**config.mk**
```make
export PLATFORM = sky130hd
export DESIGN_NAME = rdp_controller
export DESIGN_NICKNAME = d
export VERILOG_FILES = /design/src/rtl/assert_macros.svh /design/src/rtl/rdp_pkg.sv /design/src/rtl/rdp_controller.sv
export SDC_FILE = /design/constraint.sdc
export NUM_CORES = 1
export LEC_CHECK = 0
export BUFFER_PORTS_ARGS = -buffer_cell sky130_fd_sc_hd__buf_4
export CAP_MARGIN = 20
export CELL_PAD_IN_SITES_DETAIL_PLACEMENT = 1
export CELL_PAD_IN_SITES_GLOBAL_PLACEMENT = 1
export CORE_MARGIN = 2
export CORE_UTILIZATION = 31
export DETAILED_ROUTE_END_ITERATION = 10
export PLACE_DENSITY_LB_ADDON = 0.1
export SLEW_MARGIN = 20
export SYNTH_ARGS = -nofsm -noshare
export SYNTH_HDL_FRONTEND = slang
export SYNTH_SLANG_ARGS = --single-unit
export TNS_END_PERCENT = 1
```
**constraint.sdc**
```tcl
create_clock -name clock -period 1.7 [get_ports clock]
set_input_delay 0.255 -clock clock [delete_from_list [all_inputs] [get_ports clock]]
set_output_delay 0.255 -clock clock [all_outputs]
set_load 0.02 [all_outputs]
```
**src/rtl/assert_macros.svh**
```systemverilog
// Assertion macros used by the packer top level.
`ifndef ASSERT_MACROS_SVH
`define ASSERT_MACROS_SVH
// Property checked on every rising clock edge, off while reset is high.
`define CHK_PROP(name, prop, msg) \
   name: assert property (@(posedge clock) disable iff (reset) prop) else $error(msg);
// Condition that must never be seen.
`define CHK_NEVER(name, expr, msg) `CHK_PROP(name, !(expr), msg)
`endif

```
**src/rtl/rdp_pkg.sv**
```systemverilog
// Shared types and constants of the row displacement packer.
`default_nettype none
package rdp_pkg;
   localparam int DEF_SLOT_CAPACITY = 4096;
   localparam int DEF_MAX_COLUMNS   = 256;
   localparam int DEF_VALUE_BITS    = 16;
   localparam int COL_W             = 8;
   localparam int IN_VAL_W          = 16;
   localparam int CFG_W             = 9;
   localparam int POS_W             = 12;
   localparam logic [CFG_W-1:0] CFG_RESET = 9'd256;

   // slot read address source
   typedef enum logic [1:0] {
      RSEL_PREV,
      RSEL_SCAN,
      RSEL_FIT,
      RSEL_OWNER
   } slot_rsel_type;

   typedef struct packed {
      logic          clr_wr;
      logic          buf_wr;
      logic          k_clr;
      logic          k_inc;
      logic          i_clr;
      logic          i_inc;
      logic          f_load;
      logic          f_inc;
      logic          base_load;
      slot_rsel_type rsel;
      logic          slot_wr;
      logic          commit;
      logic          out_load;
      logic          out_reused;
      logic          out_full;
      logic          row_clr;
   } cmd_type;

   typedef struct packed {
      logic clr_last;
      logic match_pre;
      logic m_oob;
      logic m_eq;
      logic k_last;
      logic f_end;
      logic s_busy;
      logic cap_fail;
      logic fit_oob;
      logic claimed;
      logic i_last;
   } sts_type;
endpackage
`default_nettype wire

```
**src/rtl/rdp_controller.sv**
```systemverilog
// Controller: sequences loading, reuse check, base search and insertion.
`default_nettype none
module rdp_controller (
   input  wire logic             clock,
   input  wire logic             reset,
   input  wire logic             req_valid,
   output logic                  req_ready,
   input  wire logic             req_last_of_row,
   output logic                  rsp_valid,
   input  wire logic             rsp_ready,
   input  wire rdp_pkg::sts_type sts,
   output rdp_pkg::cmd_type      cmd
);
   import rdp_pkg::*;

   typedef enum logic [4:0] {
      ST_CLEAR, ST_IDLE, ST_M_START, ST_M_RD, ST_M_SLOT, ST_M_CMP,
      ST_S_RD, ST_S_CHK, ST_F_RD, ST_F_SLOT, ST_F_CHK, ST_U_RD, ST_U_CHK,
      ST_W_RD, ST_W_WR, ST_O_NEW, ST_O_REUSE, ST_O_FULL
   } state_type;

   state_type state_ff, state_in;
   logic      rsp_free;

   assign req_ready = state_ff == ST_IDLE;
   assign rsp_free  = !rsp_valid || rsp_ready;

   always_comb begin
      cmd      = '0;
      cmd.rsel = RSEL_SCAN;
      state_in = state_ff;
      case (state_ff)
         ST_CLEAR: begin
            cmd.clr_wr = 1'b1;
            if (sts.clr_last) begin
               state_in = ST_IDLE;
            end
         end
         ST_IDLE: begin
            if (req_valid) begin
               cmd.buf_wr = 1'b1;
               if (req_last_of_row) begin
                  state_in = ST_M_START;
               end
            end
         end
         ST_M_START: begin
            if (sts.match_pre) begin
               cmd.k_clr = 1'b1;
               state_in  = ST_M_RD;
            end else begin
               cmd.f_load = 1'b1;
               state_in   = ST_S_RD;
            end
         end
         ST_M_RD: state_in = ST_M_SLOT;
         ST_M_SLOT: begin
            cmd.rsel = RSEL_PREV;
            if (sts.m_oob) begin
               cmd.f_load = 1'b1;
               state_in   = ST_S_RD;
            end else begin
               state_in = ST_M_CMP;
            end
         end
         ST_M_CMP: begin
            if (!sts.m_eq) begin
               cmd.f_load = 1'b1;
               state_in   = ST_S_RD;
            end else if (sts.k_last) begin
               state_in = ST_O_REUSE;
            end else begin
               cmd.k_inc = 1'b1;
               state_in  = ST_M_RD;
            end
         end
         ST_S_RD: begin
            cmd.rsel = RSEL_SCAN;
            state_in = sts.f_end ? ST_O_FULL : ST_S_CHK;
         end
         ST_S_CHK: begin
            if (sts.s_busy) begin
               cmd.f_inc = 1'b1;
               state_in  = ST_S_RD;
            end else if (sts.cap_fail) begin
               state_in = ST_O_FULL;
            end else begin
               cmd.base_load = 1'b1;
               cmd.k_clr     = 1'b1;
               state_in      = ST_F_RD;
            end
         end
         ST_F_RD: state_in = ST_F_SLOT;
         ST_F_SLOT: begin
            cmd.rsel = RSEL_FIT;
            if (sts.fit_oob) begin
               cmd.f_inc = 1'b1;
               state_in  = ST_S_RD;
            end else begin
               state_in = ST_F_CHK;
            end
         end
         ST_F_CHK: begin
            if (sts.s_busy) begin
               cmd.f_inc = 1'b1;
               state_in  = ST_S_RD;
            end else if (sts.k_last) begin
               cmd.i_clr = 1'b1;
               state_in  = ST_U_RD;
            end else begin
               cmd.k_inc = 1'b1;
               state_in  = ST_F_RD;
            end
         end
         ST_U_RD: begin
            cmd.rsel = RSEL_OWNER;
            state_in = ST_U_CHK;
         end
         ST_U_CHK: begin
            if (sts.claimed) begin
               cmd.f_inc = 1'b1;
               state_in  = ST_S_RD;
            end else if (sts.i_last) begin
               cmd.k_clr = 1'b1;
               state_in  = ST_W_RD;
            end else begin
               cmd.i_inc = 1'b1;
               state_in  = ST_U_RD;
            end
         end
         ST_W_RD: state_in = ST_W_WR;
         ST_W_WR: begin
            cmd.slot_wr = 1'b1;
            if (sts.k_last) begin
               cmd.commit = 1'b1;
               state_in   = ST_O_NEW;
            end else begin
               cmd.k_inc = 1'b1;
               state_in  = ST_W_RD;
            end
         end
         ST_O_NEW, ST_O_REUSE, ST_O_FULL: begin
            if (rsp_free) begin
               cmd.out_load   = 1'b1;
               cmd.out_reused = state_ff == ST_O_REUSE;
               cmd.out_full   = state_ff == ST_O_FULL;
               cmd.row_clr    = 1'b1;
               state_in       = ST_IDLE;
            end
         end
         default: state_in = ST_CLEAR;
      endcase
   end

   always_ff @(posedge clock) begin
      if (reset) begin
         state_ff  <= ST_CLEAR;
         rsp_valid <= 1'b0;
      end else begin
         state_ff <= state_in;
         if (cmd.out_load) begin
            rsp_valid <= 1'b1;
         end else if (rsp_ready) begin
            rsp_valid <= 1'b0;
         end
      end
   end
endmodule
`default_nettype wire

```
# ---- Word level (Yosys, flattened, before mapping)
# Cells that the tools add are included.
dict set report word_totals {
  ff_bits 6
  input_bits 16
  output_inout_bits 19
  word_cells 81
}
dict set report op_classes {
  n_eq_ne 21
  mux 51
  n_reduce_logical 7
}
# cell count
set ops {}
lappend ops {{one-hot mux 5 bit (16 select lines)} 1}
lappend ops {{2-to-1 mux 5 bit} 10}
lappend ops {{== test 5 x 4 -> 1 bit (second input constant)} 8}
lappend ops {{2-to-1 mux 1 bit} 24}
lappend ops {{== test 5 x 3 -> 1 bit (second input constant)} 4}
lappend ops {{2-to-1 mux 4 bit} 4}
lappend ops {{one-hot mux 1 bit (3 select lines)} 4}
lappend ops {{== test 5 x 2 -> 1 bit (second input constant)} 2}
lappend ops {{== test 5 bit (second input constant)} 2}
lappend ops {{2-to-1 mux 2 bit} 5}
lappend ops {{2-to-1 mux 3 bit} 2}
lappend ops {{inequality test 2 bit (second input constant)} 3}
lappend ops {{one-hot mux 2 bit (3 select lines)} 1}
lappend ops {{== test 5 x 1 -> 1 bit (second input constant)} 1}
lappend ops {{logical NOT 5 bit} 1}
lappend ops {{AND reduction 4 bit} 1}
lappend ops {{OR reduction 3 bit} 1}
lappend ops {{inequality test 2 x 1 -> 1 bit (second input constant)} 1}
lappend ops {{nonzero test 2 bit} 1}
lappend ops {{OR reduction 2 bit} 1}
lappend ops {{logical NOT 1 bit} 1}
lappend ops {{logical OR 1 bit} 1}

# ---- Logic depth before layout (Yosys ltp)
dict set report logic_depth {
  ltp_word 5
  mapped_depth 7
  mapped_depth_nobuf 5
}

# ---- Worst setup path after synthesis
# No wires, ideal clock.
dict set report synth_path {
  path_type {reg-to-output}
  from {register state_ff[0]}
  to {output port cmd[15] (netlist name)}
  arrival_time_ns 1.827
  t_required_ns 1.445
  setup_slack_ns -0.382
  path_stages_with_launch 6
  path_buffers 2
  path_cell_list {dfxtp_1 buf_4 buf_2 nand2_1 nor4_1 and2_1}
}
# item line
set synth_lines {}
lappend synth_lines {{start, declared} rdp_controller.sv:22} ;# state_type state_ff, state_in;
lappend synth_lines {{start signal, assigned} rdp_controller.sv:160} ;# state_ff <= state_in;
lappend synth_lines {{end, declared} rdp_controller.sv:12} ;# output rdp_pkg::cmd_type cmd

==> results.py <==
metrics = {
    "clocking": {
        "htreeDepth": 1,
        "cts_tree": "built",
        "cts_sinks": 6,
        "clockBufferDepth": 2,
        "cts.clk_slew.worst_paths_ns": 0.05,
        "clock_latency_ns": 0.26,
        "numCtsBuffers": 3,
        "cts_hold_repair.buffers": 0,
        "root_buffer": "clkbuf_4",
    },
    "yosys": {
        "netlist_top_cells_area": "dfxtp_1 (13%), nand2_1 (7.3%), nor2_1 (6.1%)",
        "synthArstFlopShare_pct": 0,
        "mappedNetlistArea_um2": 923,
        "synth_top_area_share_pct": 13.0,
        "synth_flop_cell": "dfxtp_1",
        "ys_seq_area_share_pct": 13.0,
        "synth_top_area_cell": "dfxtp_1",
        "synth_edf_count": 0,
        "yosysWarnings": 0,
        "netlist_instances": 138,
        "netlist-cell-type-count": 47,
        "syn_nets": 154,
        "syn_avg_cell_area_um2": 6.69,
        "ys_seq_elements": 6,
    },
    "routing": {
        "finalWirelength_um": 4260,
        "wl_per_cell_um": 18.8,
        "drc": 0,
        "drtIter0Drc": 35,
        "viasPerCell": 5.85,
        "first_pass_iters": 4,
        "via_count": 1329,
        "ant_nets": 0,
    },
    "timing": {
        "slew_headroom_pct": 62.3,
        "maxSlewViolCount": 0,
        "worst_hold_slack_ns": 0.236,
        "fin_crit_sh_pct": 110,
        "period_needed_ns": 1.86,
        "rsz0062_at_grt": "true",
        "skew_ns": 0.00996,
        "postLayoutSetupSlackWorst_ns": -0.162,
        "tightest_slew_ns": 0.551,
        "hold_violations": 0,
        "fmax_ghz": 0.537,
        "finalSetupViolations": 14,
    },
    "floorplan": {
        "row_count": 19,
        "die_w_um": 58.6,
        "io_pins": 35,
        "initial_utilization_pct": 33.2,
        "fp.dieArea_mm2": 0.00343,
        "fp.coreArea_mm2": 0.00278,
        "die_h_um": 58.6,
    },
    "global_routing": {
        "grt_pass1_wl_um": 6520,
        "grt-ovfl-total": 0,
        "antenna_found_initial": 0,
        "grt_pass1_vias": 1300,
        "track_usage_pct": 25.1,
        "grt_max_degree": 21,
    },
    "status": {
        "outcome": "complete, but fails checks",
        "violations": "setup timing",
    },
    "critical_path": {
        "path_delay_family": "simple AND/OR/NAND/NOR gates",
        "crit_path_start_kind": "register",
        "cp_data_arrival_time_ns": 1.61,
        "crit_path_cell_trace": "buf_8, nor4b_4, buf_4, and3_4, buf_6",
        "worstPathBufferInverterCount": 3,
        "cp-end-kind": "output pin",
        "cp.depth": 5,
        "max_stage_delay_ns": 0.37,
        "required_ns": 1.44,
        "worstRegToRegCells": 6,
        "worst-setup-path-type": "register to output pin",
        "crit_fanout": 8,
        "slowest_stage": "dfxtp_4",
    },
    "place": {
        "dp.final_hpwl_um": 3020,
        "gp_congestion": 0.883,
        "numPortBuffers": 34,
        "pre_cts_slack_ns": -0.218,
        "dpl_cell_area_mm2": 0.00137,
    },
    "cells_and_area": {
        "design_area_mm2": 0.00155,
        "n_antenna_cell": 0,
        "nFillCells": 376,
        "layout_common_cells": "buf_4 (59), nand2_1 (16), nor2_1 (14)",
        "final_common_cell": "buf_4",
        "finalCoreUtilization_pct": 55.9,
        "nNetsFinal": 214,
        "syn2layout_area_growth_pct": 68.3,
        "drive_gt1_share_pct": 50.5,
    },
    "min_path": {
        "min_delay_path_depth": 2,
        "hp-class": "primary input to register",
    },
    "power": {
        "report.power.total_w": 0.00128,
        "peakVddDrop_v": 0.000624,
        "leakagePower_nw": 0.650,
        "p_per_area_mw_per_mm2": 827,
    },
    "run": {
        "max-cap-violations": 0,
    },
}
-- routing by layer --
layer | part of all wire, % | track usage [%] | wire length, um | vias up
met5 | 0 | 0 | 0 | -
met4 | 2.2 | 8.12 | 93 | 0
met3 | 5.1 | 2.86 | 216 | 8
met2 | 50 | 43.8 | 2120 | 40
met1 | 43 | 32.3 | 1830 | 650
li1 | - | - | - | 631
-- what timing repair did --
item,CTS,global route
gates resized for setup,24,12
pin swaps,7,2
setup buffers,3,3
gates cloned,0,0
endpoints found under the setup margin,18,18
-- synth_stat cells (4+ instances only) --
| master | count |
|---|---|
| a21oi_1 | 10 |
| nor2_1 | 15 |
| nand3_1 | 4 |
| buf_6 | 4 |
| dfxtp_1 | 6 |
| buf_2 | 4 |
| o22ai_1 | 4 |
| nand2_1 | 18 |
| o21ai_0 | 4 |
| nand2b_1 | 7 |
| nor3_1 | 5 |
-- stage by stage --
stage | instances | setup TNS (ns)
finish | 227 | -1.16
global route | 227 | -2.15
CTS | 224 | -1.05
detailed placement | 218 | -0.442
global placement | 218 | -0.143
floorplan | 138 | -0.115
-- area by class of cell --
| type | count | area, um^2 | share of cell area [%] |
|---|---|---|---|
| multi-input cells | 116 | 801 | 51.5 |
| repair buffers | 66 | 537 | 34.5 |
| inverters | 5 | 21.3 | 1.37 |
| clock buffers | 3 | 22.5 | 1.45 |
| well taps | 31 | 38.8 | 2.50 |
| flip-flops and latches | 6 | 134 | 8.62 |
-- power by group --
group          internal [W]  switching [W]  leakage (nW)
Combinational      0.000426       0.000516         0.585
Clock             0.0000803      0.0000589        0.0138
Sequential         0.000169      0.0000339        0.0519
-- worst paths after layout --
check / startpoint / end / slack [ns]
worst max-delay path: state_ff[3] / cmd[1] / -0.16
worst min register to register: rsp_valid / rsp_valid / 0.69
worst max register to register: state_ff[3] / state_ff[0] / -0.03
worst min-delay path: reset / state_ff[4] / 0.24
-- flip-flops by register name, indices dropped and copies added, names as in the netlist --
signal     count
rsp_valid      1
state_ff       5
-- kinds of logic after synthesis --
| family | synth area share, % |
|---|---|
| compound gates | 27.8 |
| buf+inv | 11.8 |
| flops | 13.0 |
| mux | 1.08 |
| simple gates | 46.3 |
(Power assumes the default switching activity.)
